[config.mk]
export PLATFORM = sky130hd
export DESIGN_NAME = drawer_poll_retry_master
export DESIGN_NICKNAME = d
export VERILOG_FILES = /design/src/rtl/dprm_pkg.sv /design/src/rtl/drawer_poll_retry_master.sv
export VERILOG_INCLUDE_DIRS = /design/src /design/src/rtl
export SDC_FILE = /design/constraint.sdc
export NUM_CORES = 1
export LEC_CHECK = 0
export BUFFER_PORTS_ARGS = -buffer_cell sky130_fd_sc_hd__buf_2
export CAP_MARGIN = 20
export CORE_ASPECT_RATIO = 1.75
export CORE_MARGIN = 8
export CORE_UTILIZATION = 62
export DETAILED_ROUTE_END_ITERATION = 16
export PLACE_DENSITY = 0.93
export RECOVER_POWER = 100
export SLEW_MARGIN = 20
export SYNTH_ARGS = -nofsm -noshare
export SYNTH_HDL_FRONTEND = slang
export SYNTH_SLANG_ARGS = --single-unit
export TNS_END_PERCENT = 5
[constraint.sdc]
create_clock -name clk -period 5.5 [get_ports clk]
set_clock_uncertainty 0.05 [all_clocks]
set_input_delay 0.55 -clock clk [delete_from_list [all_inputs] [get_ports clk]]
set_output_delay 0.55 -clock clk [all_outputs]
set_load 0.05 [all_outputs]
[src/rtl/drawer_poll_retry_master_assert.svh]
// assertion macros shared by the drawer poll master rtl
`ifndef DRAWER_POLL_RETRY_MASTER_ASSERT_SVH
`define DRAWER_POLL_RETRY_MASTER_ASSERT_SVH

// same-cycle implication, checked outside reset
`define DPRM_ASSERT_NOW(label, clk, rst, ante, cons) \
  label: assert property (@(posedge clk) disable iff (rst) (ante) |-> (cons)) \
    else $error("dprm check failed");

// next-cycle implication, checked outside reset
`define DPRM_ASSERT_NEXT(label, clk, rst, ante, cons) \
  label: assert property (@(posedge clk) disable iff (rst) (ante) |=> (cons)) \
    else $error("dprm check failed");

`endif

[src/rtl/dprm_pkg.sv]
// package for the drawer poll master: config indexes, reset values, helpers
package dprm_pkg;

  localparam int unsigned CFG_IDX_W  = 3;
  localparam int unsigned CFG_DATA_W = 16;

  typedef enum logic [CFG_IDX_W-1:0] {
    CFG_POLL_DELAY      = 3'd0,
    CFG_TX_TIMEOUT      = 3'd1,
    CFG_RESEND_INTERVAL = 3'd2,
    CFG_RETRY_INTERVAL  = 3'd3,
    CFG_RETRY_LIMIT     = 3'd4,
    CFG_READ_COMMAND    = 3'd5
  } cfg_idx_t;

  localparam logic [15:0] POLL_DELAY_RST      = 16'd1000;
  localparam logic [15:0] TX_TIMEOUT_RST      = 16'd500;
  localparam logic [15:0] RESEND_INTERVAL_RST = 16'd200;
  localparam logic [15:0] RETRY_INTERVAL_RST  = 16'd100;
  localparam logic [3:0]  RETRY_LIMIT_RST     = 4'd3;
  localparam logic [7:0]  READ_COMMAND_RST    = 8'd5;

  // drawer addresses on the link
  localparam logic [7:0] DRAWER_A = 8'h01;
  localparam logic [7:0] DRAWER_B = 8'h03;
  localparam logic [7:0] DRAWER_C = 8'h05;
  localparam logic [7:0] DRAWER_D = 8'h07;

  localparam logic [3:0] RETRY_COUNT_MAX = 4'd15;

  function automatic logic [15:0] sat_inc16(input logic [15:0] v);
    return (v == 16'hFFFF) ? v : v + 16'd1;
  endfunction

endpackage

[src/rtl/drawer_poll_retry_master.sv]
// drawer poll master: polls drawers 1, 3, 5, 7 with retry, skip and round delay
//
//  channel | direction | handshake            | payload
//  --------+-----------+----------------------+------------------------------------------
//  in      | input     | in_valid / in_ready  | frame_valid frame_cmd frame_addr tx_done
//  out     | output    | out_valid / out_ready| send_request request_addr driver_enable
//          |           |                      | reply_addr round_done
//  cfg     | input     | cfg_wr_en            | cfg_index cfg_data
//
// one tick per clock unless the result register is full and out_ready is low:
// a transfer lands in the input register, then the tick logic updates the poll
// state and loads the result register; input register and result register each
// hold one item; in_ready drops only when both are full and out_ready is low
// synchronous active-high rst restores config defaults and clears the poll state and both valid flags
module drawer_poll_retry_master (
  input  logic                             clk,
  input  logic                             rst,
  input  logic                             in_valid,
  output logic                             in_ready,
  input  logic                             frame_valid,
  input  logic [7:0]                       frame_cmd,
  input  logic [7:0]                       frame_addr,
  input  logic                             tx_done,
  output logic                             out_valid,
  input  logic                             out_ready,
  output logic                             send_request,
  output logic [2:0]                       request_addr,
  output logic                             driver_enable,
  output logic [7:0]                       reply_addr,
  output logic                             round_done,
  input  logic                             cfg_wr_en,
  input  logic [dprm_pkg::CFG_IDX_W-1:0]   cfg_index,
  input  logic [dprm_pkg::CFG_DATA_W-1:0]  cfg_data
);

`include "drawer_poll_retry_master_assert.svh"

  // config registers
  logic [15:0] poll_delay, tx_timeout, resend_interval, retry_interval;
  logic [3:0]  retry_limit;
  logic [7:0]  read_command;

  // poll state
  logic [7:0]  last_reply, last_reply_next;
  logic [2:0]  target, target_next;
  logic        request_pending, request_pending_next;
  logic        tx_busy, tx_busy_next;
  logic [15:0] tx_timer, tx_timer_next;
  logic [15:0] resend_timer, resend_timer_next;
  logic [15:0] retry_timer, retry_timer_next;
  logic [3:0]  retry_count, retry_count_next;
  logic [15:0] delay_counter, delay_counter_next;

  // input register
  logic        in_reg_valid;
  logic        in_frame_valid, in_tx_done;
  logic [7:0]  in_frame_cmd, in_frame_addr;
  logic        advance;

  // tick results
  logic        sent, done;
  logic [2:0]  sent_addr;
  logic        fire_resend, fire_retry, skip;

  assign advance  = in_reg_valid && (!out_valid || out_ready);
  assign in_ready = !in_reg_valid || advance;

  always_ff @(posedge clk) begin
    if (rst) begin
      poll_delay      <= dprm_pkg::POLL_DELAY_RST;
      tx_timeout      <= dprm_pkg::TX_TIMEOUT_RST;
      resend_interval <= dprm_pkg::RESEND_INTERVAL_RST;
      retry_interval  <= dprm_pkg::RETRY_INTERVAL_RST;
      retry_limit     <= dprm_pkg::RETRY_LIMIT_RST;
      read_command    <= dprm_pkg::READ_COMMAND_RST;
    end else if (cfg_wr_en) begin
      unique case (cfg_index)
        dprm_pkg::CFG_POLL_DELAY:      poll_delay      <= cfg_data;
        dprm_pkg::CFG_TX_TIMEOUT:      tx_timeout      <= cfg_data;
        dprm_pkg::CFG_RESEND_INTERVAL: resend_interval <= cfg_data;
        dprm_pkg::CFG_RETRY_INTERVAL:  retry_interval  <= cfg_data;
        dprm_pkg::CFG_RETRY_LIMIT:     retry_limit     <= cfg_data[3:0];
        dprm_pkg::CFG_READ_COMMAND:    read_command    <= cfg_data[7:0];
        default: ;
      endcase
    end
  end

  always_ff @(posedge clk) begin
    if (rst) begin
      in_reg_valid <= 1'b0;
    end else if (in_ready) begin
      in_reg_valid <= in_valid;
    end
  end

  always_ff @(posedge clk) begin
    if (in_valid && in_ready) begin
      in_frame_valid <= frame_valid;
      in_frame_cmd   <= frame_cmd;
      in_frame_addr  <= frame_addr;
      in_tx_done     <= tx_done;
    end
  end

  // one tick: receive, transmit, then poll
  always_comb begin
    last_reply_next      = last_reply;
    target_next          = target;
    request_pending_next = request_pending;
    tx_busy_next         = tx_busy;
    tx_timer_next        = tx_timer;
    resend_timer_next    = resend_timer;
    retry_timer_next     = retry_timer;
    retry_count_next     = retry_count;
    delay_counter_next   = delay_counter;
    sent                 = 1'b0;
    sent_addr            = 3'd0;
    done                 = 1'b0;
    fire_resend          = 1'b0;
    fire_retry           = 1'b0;
    skip                 = 1'b0;

    if (in_frame_valid && in_frame_cmd == read_command) begin
      last_reply_next = in_frame_addr;
    end

    if (request_pending) begin
      tx_busy_next         = 1'b1;
      request_pending_next = 1'b0;
      sent                 = 1'b1;
      sent_addr            = target;
    end
    if (tx_busy_next) begin
      tx_timer_next = dprm_pkg::sat_inc16(tx_timer);
      if (tx_timer > tx_timeout || in_tx_done) begin
        tx_busy_next  = 1'b0;
        tx_timer_next = 16'd0;
      end
    end

    delay_counter_next = dprm_pkg::sat_inc16(delay_counter);
    if (delay_counter > poll_delay) begin
      unique case (last_reply_next)
        8'h00:              target_next = dprm_pkg::DRAWER_A[2:0];
        dprm_pkg::DRAWER_A: target_next = dprm_pkg::DRAWER_B[2:0];
        dprm_pkg::DRAWER_B: target_next = dprm_pkg::DRAWER_C[2:0];
        dprm_pkg::DRAWER_C: target_next = dprm_pkg::DRAWER_D[2:0];
        dprm_pkg::DRAWER_D: begin
          delay_counter_next = 16'd0;
          target_next        = 3'd0;
          last_reply_next    = 8'h00;
          done               = 1'b1;
        end
        default: begin
          // foreign address: restart the round position without ending it
          target_next     = 3'd0;
          last_reply_next = 8'h00;
        end
      endcase

      if (delay_counter_next >= poll_delay) begin
        fire_resend       = resend_timer > resend_interval;
        resend_timer_next = dprm_pkg::sat_inc16(resend_timer);
        if (fire_resend) begin
          tx_busy_next         = 1'b0;
          request_pending_next = 1'b1;
          resend_timer_next    = 16'd0;
          retry_timer_next     = 16'd0;
        end
        if (last_reply_next != {5'd0, target_next}) begin
          if (retry_count == 4'd0) begin
            retry_count_next     = 4'd1;
            retry_timer_next     = 16'd0;
            resend_timer_next    = 16'd0;
            request_pending_next = 1'b1;
          end
          fire_retry       = retry_timer_next > retry_interval;
          retry_timer_next = dprm_pkg::sat_inc16(retry_timer_next);
          if (fire_retry) begin
            skip                 = retry_count_next >= retry_limit;
            retry_timer_next     = 16'd0;
            resend_timer_next    = 16'd0;
            request_pending_next = 1'b1;
            if (retry_count_next < dprm_pkg::RETRY_COUNT_MAX) begin
              retry_count_next = retry_count_next + 4'd1;
            end
            if (skip) begin
              tx_busy_next     = 1'b0;
              tx_timer_next    = 16'd0;
              retry_count_next = 4'd0;
              last_reply_next  = {5'd0, target_next};
            end
          end
        end
      end
    end
  end

  always_ff @(posedge clk) begin
    if (rst) begin
      last_reply      <= 8'h00;
      target          <= 3'd0;
      request_pending <= 1'b0;
      tx_busy         <= 1'b0;
      tx_timer        <= 16'd0;
      resend_timer    <= 16'd0;
      retry_timer     <= 16'd0;
      retry_count     <= 4'd0;
      delay_counter   <= 16'd0;
    end else if (advance) begin
      last_reply      <= last_reply_next;
      target          <= target_next;
      request_pending <= request_pending_next;
      tx_busy         <= tx_busy_next;
      tx_timer        <= tx_timer_next;
      resend_timer    <= resend_timer_next;
      retry_timer     <= retry_timer_next;
      retry_count     <= retry_count_next;
      delay_counter   <= delay_counter_next;
    end
  end

  // result register
  always_ff @(posedge clk) begin
    if (rst) begin
      out_valid <= 1'b0;
    end else if (advance) begin
      out_valid <= 1'b1;
    end else if (out_ready) begin
      out_valid <= 1'b0;
    end
  end

  always_ff @(posedge clk) begin
    if (advance) begin
      send_request  <= sent;
      request_addr  <= sent_addr;
      driver_enable <= tx_busy_next || request_pending_next;
      reply_addr    <= last_reply_next;
      round_done    <= done;
    end
  end

  `DPRM_ASSERT_NOW(a_target_on_map, clk, rst, 1'b1,
    target == 3'd0 || target == 3'd1 || target == 3'd3 || target == 3'd5 || target == 3'd7)
  `DPRM_ASSERT_NOW(a_idle_addr_zero, clk, rst, out_valid && !send_request, request_addr == 3'd0)
  `DPRM_ASSERT_NOW(a_round_resets_reply, clk, rst, out_valid && round_done, reply_addr == 8'h00)
  `DPRM_ASSERT_NOW(a_ready_when_empty, clk, rst, !out_valid, in_ready)
  `DPRM_ASSERT_NEXT(a_held_result, clk, rst, out_valid && !out_ready, out_valid)

endmodule
# ---- Word-level counts from Yosys, hierarchy flattened
# Cells that the tools add are included.
dict set report op_classes {
  n_lt_le_gt_ge 7
  n_eq_ne 15
  n_reduce_logical 23
  add_sub_neg 5
  mux 61
}
# op count
set op_table {}
lappend op_table {{16-bit two-way mux} 25}
lappend op_table {{16-bit by 1-bit adder with 16-bit output (second input constant)} 4}
lappend op_table {{16-bit equality test (second input constant)} 4}
lappend op_table {{16-bit > comparator} 4}
lappend op_table {{8-bit two-way mux} 8}
lappend op_table {{4-bit two-way mux} 7}
lappend op_table {{1-bit two-way mux} 19}
lappend op_table {{8-bit by 3-bit equality test with 1-bit output (second input constant)} 2}
lappend op_table {{16-bit >= comparator} 1}
lappend op_table {{2-bit AND reduction} 7}
lappend op_table {{3-bit case mux with 4 select lines} 1}
lappend op_table {{8-bit by 1-bit equality test with 1-bit output (second input constant)} 1}
lappend op_table {{8-bit by 2-bit equality test with 1-bit output (second input constant)} 1}
lappend op_table {{8-bit equality test} 1}
lappend op_table {{8-bit zero test} 1}
lappend op_table {{8-bit by 3-bit != test with 1-bit output} 1}
lappend op_table {{3-bit by 2-bit equality test with 1-bit output (second input constant)} 2}
lappend op_table {{3-bit equality test (second input constant)} 2}
lappend op_table {{4-bit by 1-bit adder with 4-bit output (second input constant)} 1}
lappend op_table {{4-bit >= comparator} 1}
lappend op_table {{4-bit zero test} 1}
lappend op_table {{1-bit logical OR} 4}
lappend op_table {{4-bit less-than comparator (second input constant)} 1}
lappend op_table {{4-bit AND reduction} 1}
lappend op_table {{8 further kinds} 11}
dict set report word_totals {
  wordCells 137
  regBits 191
  out_inout_bits 16
  in_bits 42
}

# ---- Longest topological paths before layout
# Gate-level depths: netlist of the first run.
dict set report logic_depth {
  depth_word 18
  ltp_mapped 19
  mapped_depth_nobuf 17
}

# ---- Least setup slack after synthesis of the first run
# OpenSTA, ideal clock, no wires.
dict set report synth_path {
  kind {flip-flop to flip-flop}
  from {reg in_frame_cmd[7]}
  to {reg tx_timer[0]}
  setup_slack_ns 1.224
  synth_period_minus_slack_ns 4.276
  setup_time_ns 0.074
  stages_incl_launch_ff 18
  required_time_ns 5.376
  arrival_time_ns 4.152
  path_buffers 3
  path_cell_list {edfxtp_1 xnor2_1 nand3_1 nor3_4 mux2_2 nor4_4 buf_2 buf_2 nor2_1 ha_1 or4_1 o2111ai_1 o21ai_0 and2_1 a211oi_2 buf_2 a21oi_1 o21ai_0}
}
dict set report synth_via {
  elab_chain_len 11
  elab_cells_between_ends 20
  cone_classes {1 x order compare; 6 x eq/ne; 10 x mux; 3 x reduce/logical}
}
# item line_no
set synth_lines {}
lappend synth_lines {{start, declared} drawer_poll_retry_master.sv:57} ;# logic [7:0] in_frame_cmd, in_frame_addr;
lappend synth_lines {{start signal, assigned} drawer_poll_retry_master.sv:100} ;# in_frame_cmd <= frame_cmd;
lappend synth_lines {{8-bit equality test *} drawer_poll_retry_master.sv:124} ;# if (in_frame_valid && in_frame_cmd == read_command) begin
lappend synth_lines {{1-bit logical AND *} drawer_poll_retry_master.sv:124}
lappend synth_lines {{8-bit two-way mux *} drawer_poll_retry_master.sv:124}
lappend synth_lines {{branches (longest 6 deep; another with 16-bit >= comparator)} n/a}
lappend synth_lines {{16-bit two-way mux *} drawer_poll_retry_master.sv:162} ;# if (delay_counter_next >= poll_delay) begin
lappend synth_lines {{16-bit two-way mux *} drawer_poll_retry_master.sv:143} ;# if (delay_counter > poll_delay) begin
lappend synth_lines {{end signal, assigned} drawer_poll_retry_master.sv:216} ;# tx_timer <= tx_timer_next;
lappend synth_lines {{end, declared} drawer_poll_retry_master.sv:48} ;# logic [15:0] tx_timer, tx_timer_next;
# Every way passes the cells marked *. The select of a mux whose other input is x is not followed.
# A chain may end at the register's enable or synchronous reset.

# ---- Worst setup path after layout of the first run
dict set report layout_path {
  from {reg resend_interval[9]}
  to {reg resend_timer[1]}
}
dict set report layout_via {
  elab_chain_len 9
  elab_cells_between_ends 11
  cone_classes {2 x order compare; 9 x mux}
}
# item line_no
set layout_lines {}
lappend layout_lines {{start, declared} drawer_poll_retry_master.sv:39} ;# logic [15:0] poll_delay, tx_timeout, resend_interval, retry_interval;
lappend layout_lines {{start signal, assigned} drawer_poll_retry_master.sv:72} ;# resend_interval <= dprm_pkg::RESEND_INTERVAL_RST;
lappend layout_lines {{start signal, assigned} drawer_poll_retry_master.sv:80} ;# dprm_pkg::CFG_RESEND_INTERVAL: resend_interval <= cfg_data;
lappend layout_lines {{16-bit > comparator *} drawer_poll_retry_master.sv:163} ;# fire_resend = resend_timer > resend_interval;
lappend layout_lines {{16-bit two-way mux} drawer_poll_retry_master.sv:165} ;# if (fire_resend) begin
lappend layout_lines {{16-bit two-way mux} drawer_poll_retry_master.sv:172} ;# if (retry_count == 4'd0) begin
lappend layout_lines {{16-bit two-way mux} drawer_poll_retry_master.sv:171} ;# if (last_reply_next != {5'd0, target_next}) begin
lappend layout_lines {{16-bit two-way mux} drawer_poll_retry_master.sv:162}
lappend layout_lines {{16-bit two-way mux} drawer_poll_retry_master.sv:143}
lappend layout_lines {{16-bit > comparator} drawer_poll_retry_master.sv:178} ;# fire_retry = retry_timer_next > retry_interval;
lappend layout_lines {{16-bit two-way mux} drawer_poll_retry_master.sv:180} ;# if (fire_retry) begin
lappend layout_lines {{16-bit two-way mux *} drawer_poll_retry_master.sv:171}
lappend layout_lines {{end signal, assigned} drawer_poll_retry_master.sv:217} ;# resend_timer <= resend_timer_next;
lappend layout_lines {{end, declared} drawer_poll_retry_master.sv:49} ;# logic [15:0] resend_timer, resend_timer_next;
# Mark *: on every way between the ends. The rest lies on a longest branch, timed or not. The select of a mux whose other input is x is not followed.

==> flow_summary.rst, run 1 <==
.. list-table::
   :header-rows: 1

   * - Metric
     - Value
   * - Via count
     - 10,400
   * - Number of endpoints failing setup at the final stage
     - 0
   * - Post-Route WL
     - around 32,000 µm
   * - Number of buffers on the longest clock path
     - 2
   * - Critical Path Fanout Max
     - 10
   * - Post-synthesis sequential element count
     - around 190
   * - Net count of the mapped netlist
     - 1,456
   * - Arrival time of the worst setup path
     - ~5.6 ns
   * - Floorplan die width
     - 116 µm
   * - Postcts setup bufs
     - 0
   * - Area occupied by multi-input gates
     - a little over 6000 µm²
   * - Crit path launch type
     - flip-flop
   * - Post-Syn Area per Cell
     - roughly 8.1 µm²
   * - Transition time at the pin with the least slew margin
     - approximately 4.6 ns
   * - Data required time at the worst endpoint
     - approximately 5.8 ns
   * - CTS-repair resized insts
     - 0
   * - Sequential cell area
     - a little over 4000 µm²
   * - R2r setup slk
     - between 0.15 and 0.2 ns
   * - Main flop type after synthesis
     - sky130_fd_sc_hd__dfxtp_1
   * - Final Hold Vio Count
     - 0
   * - Post-CTS Hold Fix Bufs
     - 0
   * - Count of TritonRoute iterations in the first routing pass
     - 9
   * - Compound-cell area share of the yosys netlist
     - ~17%
   * - Congestion Overflow GR
     - 0
   * - Clock Sinks
     - 191
   * - Type of the most critical hold path
     - in2reg
   * - Setup Crit Path Kind
     - reg2reg
   * - H-Tree Depth
     - 4
   * - Number of antenna violations at the first check in global routing
     - 0
   * - CORE AREA
     - approximately 17,000 µm²
   * - Antenna-violating nets left
     - 0
   * - Largest family of logic cells by synthesized area
     - simple AND/OR/NAND/NOR gates
   * - I/O pin count
     - just under 60
   * - Share of cell area taken by muxes after synthesis
     - 1.89%
   * - Leak Pwr
     - 4.54 nW
   * - Total die area
     - roughly 22,000 µm²
   * - Final sum of negative setup slack
     - 0 ns
   * - Number of placed cells counting well taps
     - 1,578
   * - Area growth from synthesis to final layout
     - 9.61%
   * - Number of different library cells in the post-synthesis netlist
     - 61
   * - Relative slew slack
     - -210%
   * - Starting DRT DRC Count
     - between 900 and 1,000
   * - Fraction of layout cells with a size suffix above 1
     - ~7.3%
   * - Critical Path Sink
     - resend_timer[1]
   * - Share of the clock period used by the worst path
     - between 90% and 100%
   * - Top cells by count, synth
     - sky130_fd_sc_hd__nand2_1, sky130_fd_sc_hd__dfxtp_1, sky130_fd_sc_hd__a21oi_1, sky130_fd_sc_hd__ha_1, sky130_fd_sc_hd__nor2_1
   * - Total inserted antenna cells
     - 0
   * - Warnings from Yosys
     - 0
   * - Final critical-path required period
     - between 5 and 6 ns
   * - Min setup slack post-route
     - about 0.17 ns
   * - Number of vias per cell
     - between 6 and 7
   * - Beginning of the worst register-to-register path
     - resend_interval[9]
   * - Total power of the final layout
     - between 2 and 3 mW
   * - Critical Path Source
     - resend_interval[9]
   * - Vias in the first global route
     - ~10,000
   * - Power density over the cells
     - around 250 nW/µm²
   * - Layout filler cell count
     - 1,366
   * - Top-count cell post-synth
     - sky130_fd_sc_hd__nand2_1
   * - Post-route core utilization
     - around two thirds
   * - Area share of the leading cell type in the synthesized netlist
     - between 20 and 30%
   * - Average routed wire per standard cell
     - a little under 20 µm
   * - Met2 track utilization from global routing
     - around half
   * - Pre-CTS setup slack
     - between 0.4 and 0.5 ns
   * - Non-filler instance count after layout
     - 1,610
   * - CTS tree
     - done
   * - Post-synthesis share of cell area spent on and, or, nand and nor gates
     - between 20 and 25%
   * - Number of stages on the worst hold path
     - 1
   * - Number of nets at the end of the flow
     - between 1,000 and 1,500
   * - Count of max-cap constraint violations
     - 2
   * - Run status
     - finished, violations left
   * - Met3 usage
     - 5.07%
   * - Maximum clock frequency
     - ~190 MHz
   * - RSZ-0062 raised after global routing
     - false
   * - Critical Path Sink Type
     - flip-flop
   * - Number of buffers added on ports
     - 57
   * - Cells after synthesis
     - roughly 1,300
   * - Pin count of the biggest net entering global routing
     - 100
   * - Global routing usage summed across all routing layers
     - between 20% and 30%
   * - Largest area contributor in the synthesized netlist
     - sky130_fd_sc_hd__dfxtp_1
   * - Top area cells in the synthesized netlist
     - sky130_fd_sc_hd__dfxtp_1, sky130_fd_sc_hd__ha_1, sky130_fd_sc_hd__edfxtp_1, sky130_fd_sc_hd__nand2_1, sky130_fd_sc_hd__a21oi_1
   * - Maximum vdd ir drop
     - roughly 0.19 mV
   * - Buffer type at the clock tree root
     - sky130_fd_sc_hd__clkbuf_16
   * - Failing checks
     - capacitance limit, slew limit
   * - Detailed-route DRC error count
     - 0
   * - Share of flip-flops with an asynchronous set or reset
     - 0%
   * - Clock-pin slew on the worst setup and hold paths
     - ~0.070 ns
   * - Final HPWL from detailed placement
     - about 23,000 µm
   * - Worst-Skew Late Latency
     - 0.45 ns
   * - Number of buffers added by the clock tree synthesis step
     - 17
   * - Global routing usage on met1
     - roughly 29%
   * - Number of enable flip-flop cells after synthesis
     - 32
   * - Std cell rows
     - 64
   * - Sequential cell area fraction in the yosys report
     - approximately 38%
   * - Post-synthesis adder-cell area fraction
     - 10.3%
   * - Placer's final routability congestion estimate
     - between 1 and 1.5
   * - Initial core utilization
     - 62.5%
   * - First-pass GRT wire length
     - 49,800 µm
   * - Destination of the worst register-to-register timing path
     - resend_timer[1]
   * - Fraction of synthesized cell area in xor and xnor cells
     - 2.60%
   * - Total count of max-transition violations in the final report
     - 133
   * - Post-synthesis cell area
     - around 11,000 µm²
   * - Worst-case reg-to-reg path depth
     - 17
   * - Vertical die dimension
     - 190 µm
   * - Most crowded layer after global routing
     - met2
-- layout make-up --
class / instances / area share, %
clock buffers: 22 / 4.29
clock inverters: 10 / 0.626
inverters: 82 / 2.61
multi-input cells: 998 / 51.8
flip-flops and latches: 191 / 35.1
well taps: 231 / 2.45
repair buffers: 76 / 3.15
-- kinds of logic (layout without fill, tap and decap cells) --
group                    count (synthesis)  count (layout)
XOR/XNOR                                32              32
AO/OA/AOI/OAI                          307             307
AND/OR/NAND/NOR                        550             550
multiplexers                            20              20
flip-flops                             191             191
adder cells (fa/ha/maj)                 89              89
buffers and inverters                  137             190
-- state kept, by name, indices dropped and copies added, names as in the netlist, 3 cells and up --
name             cells
request_addr         3
retry_timer         16
resend_interval     16
delay_counter       16
in_frame_addr        8
tx_timer            16
tx_timeout          16
read_command         8
retry_limit          4
poll_delay          16
resend_timer        16
retry_count          4
in_frame_cmd         8
last_reply           8
target               3
retry_interval      16
reply_addr           8
-- routing by layer --
| layer | vias to the layer above | part of all wire, % |
|---|---|---|
| met5 | - | 0 |
| met4 | 0 | 7.6 |
| met3 | 175 | 6.7 |
| met2 | 547 | 52 |
| met1 | 4839 | 34 |
| li1 | 4806 | - |
-- cell usage in the layout (no fill, tap or decap), types with 20 or more instances in the layout --
master / n
sky130_fd_sc_hd__ha_1: 88
sky130_fd_sc_hd__o21ai_0: 45
sky130_fd_sc_hd__a31oi_1: 29
sky130_fd_sc_hd__xnor2_1: 20
sky130_fd_sc_hd__inv_1: 82
sky130_fd_sc_hd__clkbuf_1: 30
sky130_fd_sc_hd__buf_2: 35
sky130_fd_sc_hd__and2_1: 25
sky130_fd_sc_hd__a21oi_1: 141
sky130_fd_sc_hd__nand4_1: 27
sky130_fd_sc_hd__nor2_1: 88
sky130_fd_sc_hd__edfxtp_1: 32
sky130_fd_sc_hd__and3_1: 22
sky130_fd_sc_hd__nand3_1: 56
sky130_fd_sc_hd__dfxtp_1: 159
sky130_fd_sc_hd__o211ai_1: 25
sky130_fd_sc_hd__nor3_1: 31
sky130_fd_sc_hd__nand2_1: 218
-- stage by stage --
step / hold WS (ns) / cell area (µm²)
after floorplan: 0.382 / 10800
after global placement: 0.393 / 11300
after detailed placement: 0.396 / 11300
after CTS: 0.226 / 11900
after global routing: 0.223 / 11800
final: 0.231 / 11800
-- critical path, cell delays in order (launching register included) --
cell and delay [ns]:
sky130_fd_sc_hd__dfxtp_1 0.37, sky130_fd_sc_hd__inv_1 0.07, sky130_fd_sc_hd__ha_1 0.31, sky130_fd_sc_hd__nand3_1 0.13
sky130_fd_sc_hd__nor4_1 0.31, sky130_fd_sc_hd__inv_1 0.13, sky130_fd_sc_hd__o221a_2 0.32, sky130_fd_sc_hd__o21ai_1 0.52
sky130_fd_sc_hd__nor2_1 0.16, sky130_fd_sc_hd__ha_1 0.31, sky130_fd_sc_hd__and3_1 0.20, sky130_fd_sc_hd__nand4_1 0.19
sky130_fd_sc_hd__nor3_1 0.72, sky130_fd_sc_hd__o21ai_0 0.21, sky130_fd_sc_hd__a21oi_1 0.49, sky130_fd_sc_hd__clkbuf_1 0.38
sky130_fd_sc_hd__nand4_1 0.13, sky130_fd_sc_hd__a31oi_1 0.19
-- worst min path at each step --
stage             startpoint               to
2_1_floorplan      target[1]        target[1]
3_3_place_gp   tx_timeout[9]    tx_timeout[9]
3_5_place_dp       target[1]        target[1]
4_1_cts         frame_cmd[5]  in_frame_cmd[5]
5_1_grt          frame_valid   in_frame_valid
6_report             tx_done       in_tx_done
-- where the power goes --
group / total [mW] / leakage (nW) / switching [mW] / internal, mW
Combinational: 0.218 / 2.67 / 0.158 / 0.0595
Sequential: 1.47 / 1.59 / 0.0180 / 1.45
Clock: 1.22 / 0.283 / 0.560 / 0.660
Total: 2.91 / 4.54 / 0.736 / 2.17
Power figures use the tool's default switching activity.
==> inputs of run 2 (changes only) <==
--- a/config.mk
+++ b/config.mk
@@ -10,9 +10,9 @@
 export CAP_MARGIN = 20
 export CORE_ASPECT_RATIO = 1.75
 export CORE_MARGIN = 8
-export CORE_UTILIZATION = 62
+export CORE_UTILIZATION = 65
 export DETAILED_ROUTE_END_ITERATION = 16
-export PLACE_DENSITY = 0.93
+export PLACE_DENSITY = 0.91
 export RECOVER_POWER = 100
 export SLEW_MARGIN = 20
 export SYNTH_ARGS = -nofsm -noshare
==> constraint.sdc (replaced) <==
create_clock -name clk -period 6.5 [get_ports clk]
set_clock_uncertainty 0.05 [all_clocks]
set_input_delay 0.65 -clock clk [delete_from_list [all_inputs] [get_ports clk]]
set_output_delay 0.65 -clock clk [all_outputs]
set_load 0.05 [all_outputs]
==> run 2 against run 1 <==
First-iteration DRC count shrank 3.9%. Sequential cell count is the same. Core utilization grew 3.3 points. Global-route usage increased by 1.4 points. The run still ends with capacitance limit, slew limit left. Critical path depth is 3 higher.
==> flow_summary.rst, run 2 (synthesized netlist as in run 1, its figures left out) <==
.. list-table::
   :header-rows: 1

   * - Metric
     - Value
   * - Final critical-path required period
     - 5.48 ns
   * - Postcts setup bufs
     - 0
   * - Std cell rows
     - slightly above 60
   * - Maximum vdd ir drop
     - roughly 0.16 mV
   * - CP Cell Sequence
     - inv_1, ha_1, nand3_1, nor4_1, inv_1, or3_1, a21oi_1, buf_4, and2_0, ha_1, and4b_1, o21ai_0, a21oi_1, nor4_1, o21ai_0, a21oi_1, clkbuf_1, o21ai_0, clkbuf_1, nor2_1
   * - Area growth from synthesis to final layout
     - 8.76%
   * - Count of TritonRoute iterations in the first routing pass
     - 7
   * - Post-Route WL
     - 31,800 µm
   * - Power density over the cells
     - approximately 210 nW/µm²
   * - Slowest cell delay on critical path
     - slightly above 0.8 ns
   * - RSZ-0062 raised after global routing
     - false
   * - Global routing usage summed across all routing layers
     - ~30%
   * - Min setup slack post-route
     - approximately 1.0 ns
   * - Clock-pin slew on the worst setup and hold paths
     - about 0.070 ns
   * - Placer's final routability congestion estimate
     - roughly 1.0
   * - Fraction of layout cells with a size suffix above 1
     - under 10%
   * - Vertical die dimension
     - approximately 190 µm
   * - Clock Sinks
     - ~190
   * - Via count
     - a little over 10,000
   * - Count of max-cap constraint violations
     - 4
   * - Number of placed cells counting well taps
     - 1,538
   * - Number of antenna violations at the first check in global routing
     - 0
   * - Top delay family on crit path
     - simple AND/OR/NAND/NOR gates
   * - Starting DRT DRC Count
     - a little under 900
   * - Failing checks
     - capacitance limit, slew limit
   * - Post-CTS Hold Fix Bufs
     - 0
   * - Crit path launch type
     - flip-flop
   * - Layout filler cell count
     - roughly 1,300
   * - Average routed wire per standard cell
     - roughly 20 µm
   * - Final Instance Area
     - around 12,000 µm²
   * - I/O pin count
     - 58
   * - Post-route core utilization
     - between 70% and 80%
   * - Area post-placement
     - roughly 11,000 µm²
   * - Final Hold Vio Count
     - 0
   * - Total die area
     - around 21,000 µm²
   * - Number of buffers added by the clock tree synthesis step
     - 17
   * - Total count of max-transition violations in the final report
     - approximately 180
   * - Final sum of negative setup slack
     - 0 ns
   * - Worst-Skew Late Latency
     - 0.45 ns
   * - First-pass GRT wire length
     - around 50,000 µm
   * - Leak Pwr
     - about 4.5 nW
   * - Detailed-route DRC error count
     - 0
   * - Run status
     - finished, violations left
   * - Number of vias per cell
     - 6.46
   * - Worst path slowest cell
     - sky130_fd_sc_hd__nor4_1
   * - Buffer type at the clock tree root
     - sky130_fd_sc_hd__clkbuf_16
   * - Antenna-violating nets left
     - 0
   * - Arrival time of the worst setup path
     - a little under 6 ns
   * - Congestion Overflow GR
     - 0
   * - H-Tree Depth
     - 4
   * - Most used cells in the layout excluding fill and tap cells
     - sky130_fd_sc_hd__nand2_1, sky130_fd_sc_hd__dfxtp_1, sky130_fd_sc_hd__a21oi_1, sky130_fd_sc_hd__nor2_1, sky130_fd_sc_hd__ha_1
   * - CTS tree
     - done
   * - Number of buffers added on ports
     - 57
   * - Vias in the first global route
     - about 10,000
   * - Final HPWL from detailed placement
     - between 20,000 and 25,000 µm
   * - Transition time at the pin with the least slew margin
     - around 3.6 ns
   * - Critical Path Fanout Max
     - 24
   * - Maximum clock frequency
     - between 150 and 200 MHz
   * - Setup Crit Path Kind
     - reg2reg
   * - Share of the clock period used by the worst path
     - a little over four fifths
   * - Relative slew slack
     - -139%
   * - Number of buffers on the longest clock path
     - 2
   * - Buffers and inverters on the worst path
     - 5
   * - Data required time at the worst endpoint
     - between 6 and 7 ns
   * - Area occupied by multi-input gates
     - ~6000 µm²
   * - Leading cell type in the layout, fill and taps excluded
     - sky130_fd_sc_hd__nand2_1
   * - Total inserted antenna cells
     - 0
   * - Pin count of the biggest net entering global routing
     - 74
   * - CORE AREA
     - 16,300 µm²
   * - Initial core utilization
     - between 60% and 70%
   * - CTS-repair resized insts
     - 0
   * - Number of endpoints failing setup at the final stage
     - 0
   * - Critical Path Sink Type
     - flip-flop
   * - Type of the most critical hold path
     - in2reg
   * - Floorplan die width
     - 113 µm
   * - Non-filler instance count after layout
     - roughly 1,600
   * - Pre-CTS setup slack
     - between 1 and 1.5 ns
   * - Number of nets at the end of the flow
     - ~1,500
   * - Sequential cell area
     - 4140 µm²
-- run 2: power breakdown --
group | internal (mW) | total [mW] | switching (mW)
Clock | 0.537 | 1.02 | 0.482
Combinational | 0.0489 | 0.181 | 0.133
Sequential | 1.23 | 1.24 | 0.0142
-- run 2: metal layers --
layer,share of wire [%],up-vias,track usage [%]
li1,-,4798,-
met5,0,-,0
met4,8.1,0,25.7
met2,51,458,55.0
met1,35,4722,29.8
met3,6.0,165,5.56
-- run 2: path summary, 6_finish.rpt --
kind | start | endpoint | slack [ns] | cells after the start
worst min-delay path | frame_cmd[5] | in_frame_cmd[5] | 0.32 | 1
worst max register to register | resend_interval[10] | resend_timer[5] | 1.02 | 20
worst min register to register | retry_interval[12] | retry_interval[12] | 0.41 | 2
worst max-delay path | resend_interval[10] | resend_timer[5] | 1.02 | 20
-- run 2: final cells by class --
| type | count | share of cell area (%) |
|---|---|---|
| Multi-Input combinational cell | 998 | 52.1 |
| Sequential cell | 191 | 35.4 |
| Tap cell | 192 | 2.05 |
| Clock buffer | 19 | 3.70 |
| Clock inverter | 13 | 1.10 |
| Timing Repair Buffer | 75 | 3.05 |
| Inverter | 82 | 2.63 |
-- run 2: worst register-to-register path, delay by kind of cell (launching register included) --
kind	cells	cell delay [ns]
AND/OR/NAND/NOR	7	2.25
buffers and inverters	5	1.10
AO/OA/AOI/OAI	6	1.08
adder cells (fa/ha/maj)	2	0.60
flip-flops	1	0.33
-- run 2: metrics by stage --
step	power (mW)	hold WS, ns
after global routing	2.51	0.314
final	2.44	0.322
after floorplan	1.38	0.382
after CTS	2.44	0.314
after detailed placement	1.45	0.397
after global placement	1.44	0.392
